--- src/rtl/core/chunk_deframe_check_top_macros.svh ---
// Assertion helpers used by the deframer engine (cdfc_engine).
// Both expect clk and rst in the scope where they are used.
`ifndef CHUNK_DEFRAME_CHECK_TOP_MACROS_SVH
`define CHUNK_DEFRAME_CHECK_TOP_MACROS_SVH

// Same-cycle implication.
`define CDFC_ASSERT_NOW(label, cond, cons, msg) \
  label: assert property (@(posedge clk) disable iff (rst) (cond) |-> (cons)) \
    else $error(msg);

// Next-cycle implication.
`define CDFC_ASSERT_NEXT(label, cond, cons, msg) \
  label: assert property (@(posedge clk) disable iff (rst) (cond) |=> (cons)) \
    else $error(msg);

`endif

--- src/rtl/core/cdfc_pkg.sv ---
package cdfc_pkg;

  localparam int BLOCK_BYTES = 16;
  localparam int LEN_BYTES   = 4;
  localparam int CHECK_INDEX = 11;

  localparam logic [15:0] MAX_LEN_RESET = 16'd8192;

  localparam logic CMD_BYTE    = 1'b0;
  localparam logic CMD_RESTART = 1'b1;

  typedef enum logic [2:0] {
    ST_OK     = 3'd0,
    ST_SMALL  = 3'd1,
    ST_LARGE  = 3'd2,
    ST_SEQ    = 3'd3,
    ST_PARITY = 3'd4
  } status_t;

  typedef struct packed {
    logic       command;
    logic [7:0] stream_byte;
  } item_t;

  typedef struct packed {
    logic [7:0] payload_byte;
    logic       payload_valid;
    logic       chunk_end;
    logic [2:0] status;
  } result_t;

endpackage

--- src/rtl/core/chunk_deframe_check_top.sv ---
// Channel   Handshake                    Payload
// item      item_valid / item_ready      item   (cdfc_pkg::item_t)
// result    result_valid / result_ready  result (cdfc_pkg::result_t)
// config    cfg_wr_en                    cfg_wr_data (max_chunk_len)
//
// One byte a cycle sustained while the output register is free or being read;
// a byte passes from the input register through the check logic into the
// output register. The 64-bit sequence compare and add at the twelfth header
// byte set the longest path. Synchronous reset clears control state and loads
// max_chunk_len with 8192. A held result stalls the input register, and bytes
// without a result wait their turn behind it.
module chunk_deframe_check_top (
  input  logic             clk,
  input  logic             rst,
  input  logic             cfg_wr_en,
  input  logic [15:0]      cfg_wr_data,
  input  logic             item_valid,
  output logic             item_ready,
  input  cdfc_pkg::item_t  item,
  output logic             result_valid,
  input  logic             result_ready,
  output cdfc_pkg::result_t result
);

  logic              held_valid;
  cdfc_pkg::item_t   held;
  logic              space;
  logic              move;
  logic              res_valid;
  cdfc_pkg::result_t res;

  // advance the held transaction when the output side can take its result
  assign move = held_valid && space;

  cdfc_in_reg u_in_reg (
    .clk        (clk),
    .rst        (rst),
    .item_valid (item_valid),
    .item_ready (item_ready),
    .item       (item),
    .move       (move),
    .held_valid (held_valid),
    .held       (held)
  );

  cdfc_engine u_engine (
    .clk         (clk),
    .rst         (rst),
    .cfg_wr_en   (cfg_wr_en),
    .cfg_wr_data (cfg_wr_data),
    .go          (move),
    .item        (held),
    .res_valid   (res_valid),
    .res         (res)
  );

  cdfc_out_reg u_out_reg (
    .clk          (clk),
    .rst          (rst),
    .res_valid    (move && res_valid),
    .res          (res),
    .space        (space),
    .result_valid (result_valid),
    .result_ready (result_ready),
    .result       (result)
  );

endmodule

--- src/rtl/core/cdfc_in_reg.sv ---
module cdfc_in_reg (
  input  logic           clk,
  input  logic           rst,
  input  logic           item_valid,
  output logic           item_ready,
  input  cdfc_pkg::item_t item,
  input  logic           move,
  output logic           held_valid,
  output cdfc_pkg::item_t held
);

  assign item_ready = !held_valid || move;

  always_ff @(posedge clk) begin
    if (rst) begin
      held_valid <= 1'b0;
    end else if (item_ready) begin
      held_valid <= item_valid;
    end
  end

  // payload needs no reset
  always_ff @(posedge clk) begin
    if (item_ready && item_valid) begin
      held <= item;
    end
  end

endmodule

--- src/rtl/core/cdfc_engine.sv ---
`include "chunk_deframe_check_top_macros.svh"

module cdfc_engine (
  input  logic             clk,
  input  logic             rst,
  input  logic             cfg_wr_en,
  input  logic [15:0]      cfg_wr_data,
  input  logic             go,
  input  cdfc_pkg::item_t  item,
  output logic             res_valid,
  output cdfc_pkg::result_t res
);

  localparam logic [16:0] PAD_MASK = 17'(cdfc_pkg::BLOCK_BYTES - 1);

  logic [15:0] max_chunk_len;
  logic [15:0] byte_index, byte_index_next;
  logic [31:0] header_length, header_length_next;
  logic [63:0] header_sequence, header_sequence_next;
  logic [63:0] expected_sequence, expected_sequence_next;
  logic [31:0] parity_lanes, parity_lanes_next;
  logic        halted, halted_next;

  logic [7:0]  b;
  logic        in_header;
  logic        in_payload;
  logic [31:0] lane_bits;
  logic [16:0] padded;
  logic        last_byte;
  cdfc_pkg::status_t check_st;

  assign b = item.stream_byte;
  assign in_header  = byte_index < 16'(cdfc_pkg::BLOCK_BYTES);
  assign in_payload = !in_header && ({16'b0, byte_index} < header_length);
  // past the check the length is known to fit 16 bits
  assign padded    = ({1'b0, header_length[15:0]} + PAD_MASK) & ~PAD_MASK;
  assign last_byte = (byte_index > 16'(cdfc_pkg::CHECK_INDEX)) &&
                     (({1'b0, byte_index} + 17'd1) >= padded);

  always_comb begin
    case (byte_index[1:0])
      2'd0:    lane_bits = {24'b0, b};
      2'd1:    lane_bits = {16'b0, b, 8'b0};
      2'd2:    lane_bits = {8'b0, b, 16'b0};
      default: lane_bits = {b, 24'b0};
    endcase
  end

  always_comb begin
    if (header_length <= 32'(cdfc_pkg::BLOCK_BYTES)) begin
      check_st = cdfc_pkg::ST_SMALL;
    end else if (header_length > {16'b0, max_chunk_len}) begin
      check_st = cdfc_pkg::ST_LARGE;
    end else if (header_sequence_next != expected_sequence) begin
      check_st = cdfc_pkg::ST_SEQ;
    end else begin
      check_st = cdfc_pkg::ST_OK;
    end
  end

  always_comb begin
    header_length_next = header_length;
    header_sequence_next = header_sequence;
    if (byte_index < 16'(cdfc_pkg::LEN_BYTES)) begin
      header_length_next = {header_length[23:0], b};
    end else if (byte_index <= 16'(cdfc_pkg::CHECK_INDEX)) begin
      header_sequence_next = {header_sequence[55:0], b};
    end
  end

  always_comb begin
    byte_index_next        = byte_index;
    expected_sequence_next = expected_sequence;
    parity_lanes_next      = parity_lanes;
    halted_next            = halted;
    res_valid              = 1'b0;
    res                    = '0;
    if (item.command == cdfc_pkg::CMD_RESTART) begin
      byte_index_next        = '0;
      expected_sequence_next = '0;
      parity_lanes_next      = '0;
      halted_next            = 1'b0;
    end else if (!halted) begin
      if (byte_index == 16'(cdfc_pkg::CHECK_INDEX) && check_st != cdfc_pkg::ST_OK) begin
        // header rejected: report and stop
        halted_next = 1'b1;
        res_valid   = 1'b1;
        res.chunk_end = 1'b1;
        res.status    = check_st;
      end else begin
        if (byte_index == 16'(cdfc_pkg::CHECK_INDEX)) begin
          expected_sequence_next = expected_sequence + {32'b0, header_length};
        end
        if (in_header || in_payload) begin
          parity_lanes_next = parity_lanes ^ lane_bits;
        end
        res.payload_byte  = in_payload ? b : 8'd0;
        res.payload_valid = in_payload;
        if (last_byte) begin
          byte_index_next   = '0;
          parity_lanes_next = '0;
          halted_next       = (parity_lanes ^ (in_payload ? lane_bits : 32'b0)) != 32'b0;
          res_valid         = 1'b1;
          res.chunk_end     = 1'b1;
          res.status        = halted_next ? cdfc_pkg::ST_PARITY : cdfc_pkg::ST_OK;
        end else begin
          byte_index_next = byte_index + 16'd1;
          res_valid       = in_payload;
        end
      end
    end
  end

  always_ff @(posedge clk) begin
    if (rst) begin
      max_chunk_len <= cdfc_pkg::MAX_LEN_RESET;
    end else if (cfg_wr_en) begin
      max_chunk_len <= cfg_wr_data;
    end
  end

  always_ff @(posedge clk) begin
    if (rst) begin
      byte_index        <= '0;
      header_length     <= '0;
      header_sequence   <= '0;
      expected_sequence <= '0;
      parity_lanes      <= '0;
      halted            <= 1'b0;
    end else if (go) begin
      byte_index        <= byte_index_next;
      expected_sequence <= expected_sequence_next;
      parity_lanes      <= parity_lanes_next;
      halted            <= halted_next;
      // clear the header on restart or on a chunk's last byte
      if (item.command == cdfc_pkg::CMD_RESTART || (!halted && last_byte)) begin
        header_length   <= '0;
        header_sequence <= '0;
      end else if (!halted) begin
        header_length   <= header_length_next;
        header_sequence <= header_sequence_next;
      end
    end
  end

  `CDFC_ASSERT_NOW(a_plain_result_is_payload, go && res_valid && !res.chunk_end, res.payload_valid && res.status == cdfc_pkg::ST_OK, "result without chunk end must carry payload")
  `CDFC_ASSERT_NEXT(a_error_halts, go && res_valid && res.chunk_end && res.status != cdfc_pkg::ST_OK, halted, "error verdict did not halt")
  `CDFC_ASSERT_NOW(a_halted_silent, go && halted && item.command == cdfc_pkg::CMD_BYTE, !res_valid, "halted block produced a result")
  `CDFC_ASSERT_NOW(a_index_in_chunk, !halted && byte_index > 16'(cdfc_pkg::CHECK_INDEX), {1'b0, byte_index} < padded, "byte index ran past padded chunk")

endmodule

--- src/rtl/core/cdfc_out_reg.sv ---
module cdfc_out_reg (
  input  logic             clk,
  input  logic             rst,
  input  logic             res_valid,
  input  cdfc_pkg::result_t res,
  output logic             space,
  output logic             result_valid,
  input  logic             result_ready,
  output cdfc_pkg::result_t result
);

  assign space = !result_valid || result_ready;

  always_ff @(posedge clk) begin
    if (rst) begin
      result_valid <= 1'b0;
    end else if (space) begin
      result_valid <= res_valid;
    end
  end

  always_ff @(posedge clk) begin
    if (space && res_valid) begin
      result <= res;
    end
  end

endmodule
--- config.mk ---
export PLATFORM = sky130hd
export DESIGN_NAME = chunk_deframe_check_top
export DESIGN_NICKNAME = d
export VERILOG_FILES = /design/src/rtl/core/cdfc_pkg.sv /design/src/rtl/core/chunk_deframe_check_top.sv /design/src/rtl/core/cdfc_in_reg.sv /design/src/rtl/core/cdfc_engine.sv /design/src/rtl/core/cdfc_out_reg.sv
export VERILOG_INCLUDE_DIRS = /design/src /design/src/rtl/core
export SDC_FILE = /design/constraint.sdc
export NUM_CORES = 1
export LEC_CHECK = 0
export ABC_AREA = 1
export BUFFER_PORTS_ARGS = -buffer_cell sky130_fd_sc_hd__buf_2
export CAP_MARGIN = 5
export CORE_MARGIN = 10
export CORE_UTILIZATION = 45
export DETAILED_ROUTE_END_ITERATION = 10
export GPL_ROUTABILITY_DRIVEN = 0
export GPL_TIMING_DRIVEN = 0
export PLACE_DENSITY_LB_ADDON = 0.3
export SKIP_LAST_GASP = 1
export SYNTH_ARGS = -nofsm -noshare
export SYNTH_HDL_FRONTEND = slang
export SYNTH_SLANG_ARGS = --single-unit
--- constraint.sdc ---
create_clock -name clk -period 5.73 [get_ports clk]
set_clock_uncertainty 0.1 [all_clocks]
set_input_delay 0.2865 -clock clk [delete_from_list [all_inputs] [get_ports clk]]
set_output_delay 0.2865 -clock clk [all_outputs]
set_load 0.05 [all_outputs]
==> summary.txt, run 1 <==
Status - complete, no violations
P_leak - 8.821 nW
RSZ-0062 raised after global routing - false
Grt total ovfl - 0
H-tree depth - 1
Yosys warning count - 0
Syn Std Cell Area - 18510 um^2
Endpoint, Worst Hold - u_engine.max_chunk_len[4]
Setup WS post-layout - 0.5276 ns
Initial antenna violation count - 0
Avg WL per Cell - 20.00 um
Clock Pin Slew Worst Setup and Hold Paths - 0.06 ns
Synth cell types - 44
Gate Count Post-Synth - 3047
Family with the most delay on the worst path - simple AND/OR/NAND/NOR gates
Die Y - 222.8 um
FF-to-FF End - u_engine.header_sequence[40]
# DRC - 0
Seq/Total Area, Yosys - 0.2813
CTS sink count - 249
FILL cells - 4199
Dpl ws - -0.6564 ns
Most frequent cells in the layout - 828 x nand2_1, 410 x inv_1, 295 x nor2_1
Top FF cell, synth - dfxtp_1
CP Launch Type - flip-flop
Post-route minimum period - 5.202 ns
Reg2Reg Launch Point - u_engine.byte_index[0]
Total nets after synthesis - 3158
Max clock buf depth - 3
DR pass1 iterations - 6
Worst vdd ir - 0.0002552 V
PD cells - 258.7 nW/um^2
Worst-path maximum fanout - 10
DP HPWL - 57410 um
First-pass GRT wire length - 113100 um
Most common cell after layout, fill and taps aside - nand2_1
EDFF count, synth - 22
Initial core utilization - 0.4543
Floorplan core area - 40740 um^2
Async SR Flop Fraction - 0
Fin nets - 3266
WHS Path Cells - 4
Hold Violations, Final - 0
Rel. slew slack - 0.1581
Num rows - 74
Final ANT Viol Nets - 0
Critical path required time - 6.14 ns
Total Wirelength - 74210 um
Pins Over Slew Limit - 0
Tightest Pin Transition - 1.251 ns
Slowest cell on the critical path - dfxtp_1
Post-CTS setup buffer count - 0
F_max - 192.2 MHz
Critical Path Max Stage Delay - 0.45 ns
Final Cycle Share - 0.9079
Root buf cell - clkbuf_16
Setup TNS - 0 ns
CP endpoint kind - flip-flop
Total GRT Usage - 0.2839
Largest net degree at the start of global routing - 16
CTS tree - yes
Crit path top cell by count - nand2_1
Die area - 49640 um^2
Synth-to-Final Area Change - 11.83%
Clk_lat worst skew - 0.60 ns
FF+latch count, synth - 249
Number of max-cap violations - 0
Worst Setup Path Type - reg2reg
PnR Total Power - 5.354 mW
CP arrival - 5.62 ns
DR vias - 21.67k
Vias per std cell - 5.840
Vias in the first global route - 20.35k
Hold_sp - cfg_wr_en
1st-iter DRT viols - 3161
Hold Path Class - in2reg
Setup violators final - 0
IO Pins - 45
Reg2reg path depth - 24
# port buffers - 44
Ratio of cells with drive above 1 in the final layout - 0.05318
Reg2reg setup slack - 0.53 ns
Number of cells on the critical path - 24
WHS - 0.1657 ns
WP buf/inv - 5
Die width - 222.8 um
Syn_area_per_cell - 6.074 um^2
CTS buffer count - 30
Cell Chain, Critical Path - ha_1, clkbuf_2, nand2_1, nor3_2, nand3_1, nor2_1, inv_1, nor3_2, nand2_1, nor2_1, xor2_1, inv_1, ha_1, a21oi_1, o211ai_1, a31oi_1, nand2_1, nand2_1, nand2_2, o21ai_4, buf_2, clkbuf_2, nand4_1, a21oi_1
-- worst max path at each step --
stage,start,endpoint,slack (ns)
finish,u_engine.byte_index[0],u_engine.header_sequence[40],0.53
global route,u_engine.byte_index[0],u_engine.header_length[21],0.02
CTS,u_engine.byte_index[0],u_engine.header_length[20],0.04
detailed placement,u_engine.byte_index[0],u_engine.header_sequence[44],-0.66
global placement,u_engine.byte_index[0],u_engine.header_sequence[35],-0.69
floorplan,u_engine.byte_index[0],u_engine.header_length[18],1.28
-- report_power, final --
| part | switching [mW] | internal (mW) | leakage [nW] |
|---|---|---|---|
| Sequential | 0.0913 | 1.84 | 2.05 |
| Clock | 0.813 | 1.02 | 0.453 |
| Combinational | 1.17 | 0.421 | 6.32 |
| Total | 2.07 | 3.28 | 8.82 |
-- sequential cells by signal (all words and copies together) (netlist names), 9 cells and up --
name and flops:
u_engine.byte_index 16, u_engine.expected_sequence 64, u_engine.header_length 32, u_engine.header_sequence 64
u_engine.max_chunk_len 16, u_engine.parity_lanes 32, u_in_reg.held 9, u_out_reg.result 13
-- routing by layer --
layer  vias to the layer above  share of wire  track usage
met5                         -              0            0
met4                         0          0.059       0.1478
met3                       281           0.13      0.07746
met2                      1404           0.42       0.4339
met1                      9822           0.39       0.3583
li1                      10170              -            -
-- synth_stat cells (3+ instances only) --
cell type / number / area, um^2
nand3_2: 3 / 30.03
nand4_1: 178 / 1114
a31oi_1: 4 / 25.02
xor2_1: 65 / 569.3
buf_4: 13 / 97.59
a211oi_1: 4 / 30.03
buf_1: 10 / 37.54
xnor2_1: 3 / 26.28
nand2_1: 829 / 3112
a21boi_0: 3 / 22.52
buf_2: 15 / 75.07
o21bai_1: 7 / 52.55
ha_1: 80 / 1001
o221ai_1: 3 / 26.28
edfxtp_1: 22 / 660.6
nor3_1: 70 / 350.3
nor4_1: 11 / 68.82
o21a_1: 5 / 37.54
dfxtp_1: 227 / 4544
buf_6: 6 / 67.56
clkbuf_1: 98 / 367.9
nor2_1: 295 / 1107
nand3b_1: 3 / 22.52
or2_2: 12 / 75.07
a21oi_1: 266 / 1331
inv_2: 3 / 11.26
a21o_1: 10 / 75.07
o21ai_0: 109 / 545.5
nand3_1: 257 / 1286
inv_1: 412 / 1546
o21ai_1: 3 / 15.01
-- what timing repair did --
action,4_1_cts,5_1_grt
endpoints found under the hold margin,29,0
hold buffers,32,0
cloned,0,0
resized for setup,3,29
endpoints found under the setup margin,95,124
pin swaps,0,2
-- metrics by stage --
stage	utilization	instance area, um^2	cells
6_report	0.5080	20700	3711
5_1_grt	0.5080	20690	3710
4_1_cts	0.5068	20650	3710
3_5_place_dp	0.4760	19390	3623
3_3_place_gp	0.4760	19390	3623
2_1_floorplan	-	18510	3047
-- worst min-delay path: cells and delay by family --
family,cells,cell delay [ns]
buffers and inverters,3,0.37
AOI/OAI and AO/OA,1,0.16
-- logic make-up (layout without fill, tap and decap cells) --
logic type	after synthesis	count (layout)	synth area share
AOI/OAI and AO/OA	424	424	0.1210
other	0	1	0
adders and majority gates	81	81	0.05517
and+or+nand+nor	1666	1666	0.3909
xor gates and xnor gates	68	68	0.03218
buffers and inverters	559	690	0.1195
DFF	249	249	0.2813
-- cell type report --
cell class | count | area [um^2] | share of cell area
antenna | 1 | 2.502 | 0.0001209
clock inverter | 18 | 142.6 | 0.006892
inverter | 417 | 1569 | 0.07581
clock buffer | 37 | 787.0 | 0.03803
multi-input combinational | 2239 | 11120 | 0.5374
buffer | 142 | 661.9 | 0.03198
tap | 532 | 665.6 | 0.03216
timing repair buffer | 76 | 540.5 | 0.02612
sequential | 249 | 5205 | 0.2515
Power figures use the tool's default switching activity.
==> run 2: changes to the inputs <==
SLEW_MARGIN = 10   (was not set)
clock period = 5.1 ns   (was 5.73 ns; I/O delays follow)
==> run 2 against run 1 <==
Against the previous run:
- global-route usage unchanged
- combinational power increased by 15%
- non-clock buffer count increased by 6
- register-to-register slack got worse by 0.12 ns
- power increased by 13%
- wire length increased by 0.20%
- maximum frequency increased by 11%
- sequential share of layout area decreased by 0.094 points
- die area unchanged
- sequential power increased by 12%
- critical endpoint unchanged
- highest routed layer unchanged
==> summary.txt, run 2 (synthesis gave the netlist of run 1 again) <==
Status - complete, no violations (unchanged)
Critical Path Max Stage Delay - 0.40 ns (was 0.45 ns)
Crit path from - u_engine.byte_index[1] (was u_engine.byte_index[0])
First-pass GRT wire length - 113000 um (was 113100 um)
Design area - 20790 um^2 (was 20700 um^2)
CTS buffer count - 30 (unchanged)
Fin nets - 3272 (was 3266)
F_max - 213.1 MHz (was 192.2 MHz)
Largest regs - u_engine.expected_sequence x64, u_engine.header_sequence x64 (unchanged)
Rel. slew slack - 0.1817 (was 0.1581)
Setup violators final - 0 (unchanged)
Max clock buf depth - 3 (unchanged)
Utilization after layout - 0.5103 (was 0.5080)
Hold_sp - cfg_wr_en (unchanged)
Hold Violations, Final - 0 (unchanged)
Most common cell after layout, fill and taps aside - nand2_1 (unchanged)
Floorplan core area - 40740 um^2 (unchanged)
Post-route minimum period - 4.693 ns (was 5.202 ns)
Worst Setup Path Type - reg2reg (unchanged)
DR pass1 iterations - 10 (was 6)
Worst-path maximum fanout - 10 (unchanged)
Critical path required time - 5.51 ns (was 6.14 ns)
Most frequent cells in the layout - 826 x nand2_1, 410 x inv_1, 294 x nor2_1 (was 828 x nand2_1, 410 x inv_1, 295 x nor2_1)
Ratio of cells with drive above 1 in the final layout - 0.05905 (was 0.05318)
Vias per std cell - 5.863 (was 5.840)
Worst vdd ir - 0.0002936 V (was 0.0002552 V)
Number of max-cap violations - 0 (unchanged)
Gate power share - 0.303 (was 0.297)
Total Wirelength - 74350 um (was 74210 um)
Slowest cell on the critical path - dfxtp_1 (unchanged)
Root buf cell - clkbuf_16 (unchanged)
Num rows - 74 (unchanged)
Finished Layout Cells - 3718 (was 3711)
CTS sink count - 249 (unchanged)
H-tree depth - 1 (unchanged)
Final Cycle Share - 0.9201 (was 0.9079)
Die area - 49640 um^2 (unchanged)
Reg2reg path depth - 24 (unchanged)
Seq pwr share - 0.358 (was 0.360)
Tightest Pin Transition - 1.216 ns (was 1.251 ns)
WHS - 0.1333 ns (was 0.1657 ns)
Sw Pwr - 2.335 mW (was 2.074 mW)
PnR Total Power - 6.048 mW (was 5.354 mW)
Final ANT Viol Nets - 0 (unchanged)
Avg WL per Cell - 20.00 um (about the same)
Clk_lat worst skew - 0.60 ns (about the same)
Endpoint, Worst Hold - u_engine.max_chunk_len[4] (unchanged)
P_leak - 8.886 nW (was 8.821 nW)
DP HPWL - 57410 um (unchanged)
Vias in the first global route - 20.36k (was 20.35k)
# DRC - 0 (unchanged)
Reg2reg setup slack - 0.41 ns (was 0.53 ns)
Family with the most delay on the worst path - simple AND/OR/NAND/NOR gates (unchanged)
WP buf/inv - 5 (unchanged)
CTS tree - yes (unchanged)
Initial antenna violation count - 0 (unchanged)
Total GRT Usage - 0.2839 (unchanged)
DR vias - 21.80k (was 21.67k)
Die width - 222.8 um (unchanged)
Clock power frac - 0.339 (was 0.343)
Internal - 3.713 mW (was 3.280 mW)
PD cells - 290.9 nW/um^2 (was 258.7 nW/um^2)
Largest net degree at the start of global routing - 16 (unchanged)
Clock Pin Slew Worst Setup and Hold Paths - 0.06 ns (about the same)
Initial core utilization - 0.4543 (unchanged)
Hold Path Class - in2reg (unchanged)
Synth-to-Final Area Change - 12.33% (was 11.83%)
Reg2Reg Launch Point - u_engine.byte_index[1] (was u_engine.byte_index[0])
Grt total ovfl - 0 (unchanged)
# port buffers - 44 (unchanged)
Sw Share - 0.3860 (was 0.3874)
DP Area - 19390 um^2 (unchanged)
Pins Over Slew Limit - 0 (unchanged)
Placed insts - 3623 (unchanged)
CP endpoint kind - flip-flop (unchanged)
1st-iter DRT viols - 3140 (was 3161)
CP arrival - 5.10 ns (was 5.62 ns)
Cell Chain, Critical Path - ha_1, clkbuf_4, nand2_1, nor3_2, nand3_1, nor2_2, inv_1, nor3_2, nand2_1, nor2_1, xor2_1, inv_1, ha_1, a21oi_1, o211ai_1, a31oi_1, nand2_1, nand2_4, nand2_4, o21ai_4, clkbuf_4, clkbuf_2, nand4_1, a21oi_1 (was ha_1, clkbuf_2, nand2_1, nor3_2, nand3_1, nor2_1, inv_1, nor3_2, nand2_1, nor2_1, xor2_1, inv_1, ha_1, a21oi_1, o211ai_1, a31oi_1, nand2_1, nand2_1, nand2_2, o21ai_4, buf_2, clkbuf_2, nand4_1, a21oi_1)
CP Launch Type - flip-flop (unchanged)
Die Y - 222.8 um (unchanged)
IO Pins - 45 (unchanged)
WHS Path Cells - 4 (unchanged)
Crit path top cell by count - nand2_1 (unchanged)
FF-to-FF End - u_engine.header_sequence[40] (unchanged)
## run 2: worst max-delay path by stage
stage                                    to  slack, ns  cells past startpoint
2_1_floorplan    u_engine.header_length[18]       0.65                     28
3_3_place_gp   u_engine.header_sequence[35]      -1.32                     26
3_5_place_dp   u_engine.header_sequence[44]      -1.29                     24
4_1_cts           u_engine.parity_lanes[14]     0.0007                     25
5_1_grt           u_engine.parity_lanes[16]      -0.02                     27
6_report       u_engine.header_sequence[40]       0.41                     24
## run 2: worst register-to-register path, delay by kind of cell, from the launching register on
| family | cells | cell delay, ns |
|---|---|---|
| AO/OA/AOI/OAI | 5 | 0.80 |
| XOR/XNOR | 1 | 0.15 |
| adder cells (fa/ha/maj) | 2 | 0.55 |
| buffers and inverters | 5 | 1.04 |
| flip-flops | 1 | 0.40 |
| AND/OR/NAND/NOR | 11 | 1.57 |
## run 2: layout make-up
cell class	instances	area, um^2
fill	4195	19950
multi-input combinational	2239	11140
sequential	249	5209
inverter	417	1568
clock buffer	37	787.0
buffer	140	674.4
tap	532	665.6
timing repair buffer	84	600.6
clock inverter	18	142.6
antenna	2	5.005
## run 2: timing repair
action / 4_1_cts / 5_1_grt
gates resized for setup: 24 / 24
pin swaps: 2 / 3
endpoints found under the hold margin: 32 / 0
endpoints found under the setup margin: 138 / 153
hold buffers: 32 / 0
buffers inserted: 4 / 4
## run 2: layer usage
layer | track usage | vias to the layer above | part of all wire
met5 | 0 | - | 0
met4 | 0.1502 | 0 | 0.059
met3 | 0.07720 | 301 | 0.14
met2 | 0.4331 | 1512 | 0.42
met1 | 0.3583 | 9788 | 0.38
li1 | - | 10200 | -
## run 2: through the flow
step | worst slack [ns] | TNS (ns)
after floorplan | 0.6480 | 0
after global placement | -1.320 | -99.71
after detailed placement | -1.286 | -98.15
after CTS | 0.0006617 | 0
after global routing | -0.01953 | -0.1264
final | 0.4073 | 0
## run 2: power groups by stage
stage	Combinational, mW	Sequential [mW]	Clock [mW]
final	1.83	2.17	2.05
after global routing	1.97	2.17	2.15
after CTS	1.72	2.16	2.06
after detailed placement	1.67	2.20	0
after global placement	1.64	2.20	0
after floorplan	1.11	2.19	0
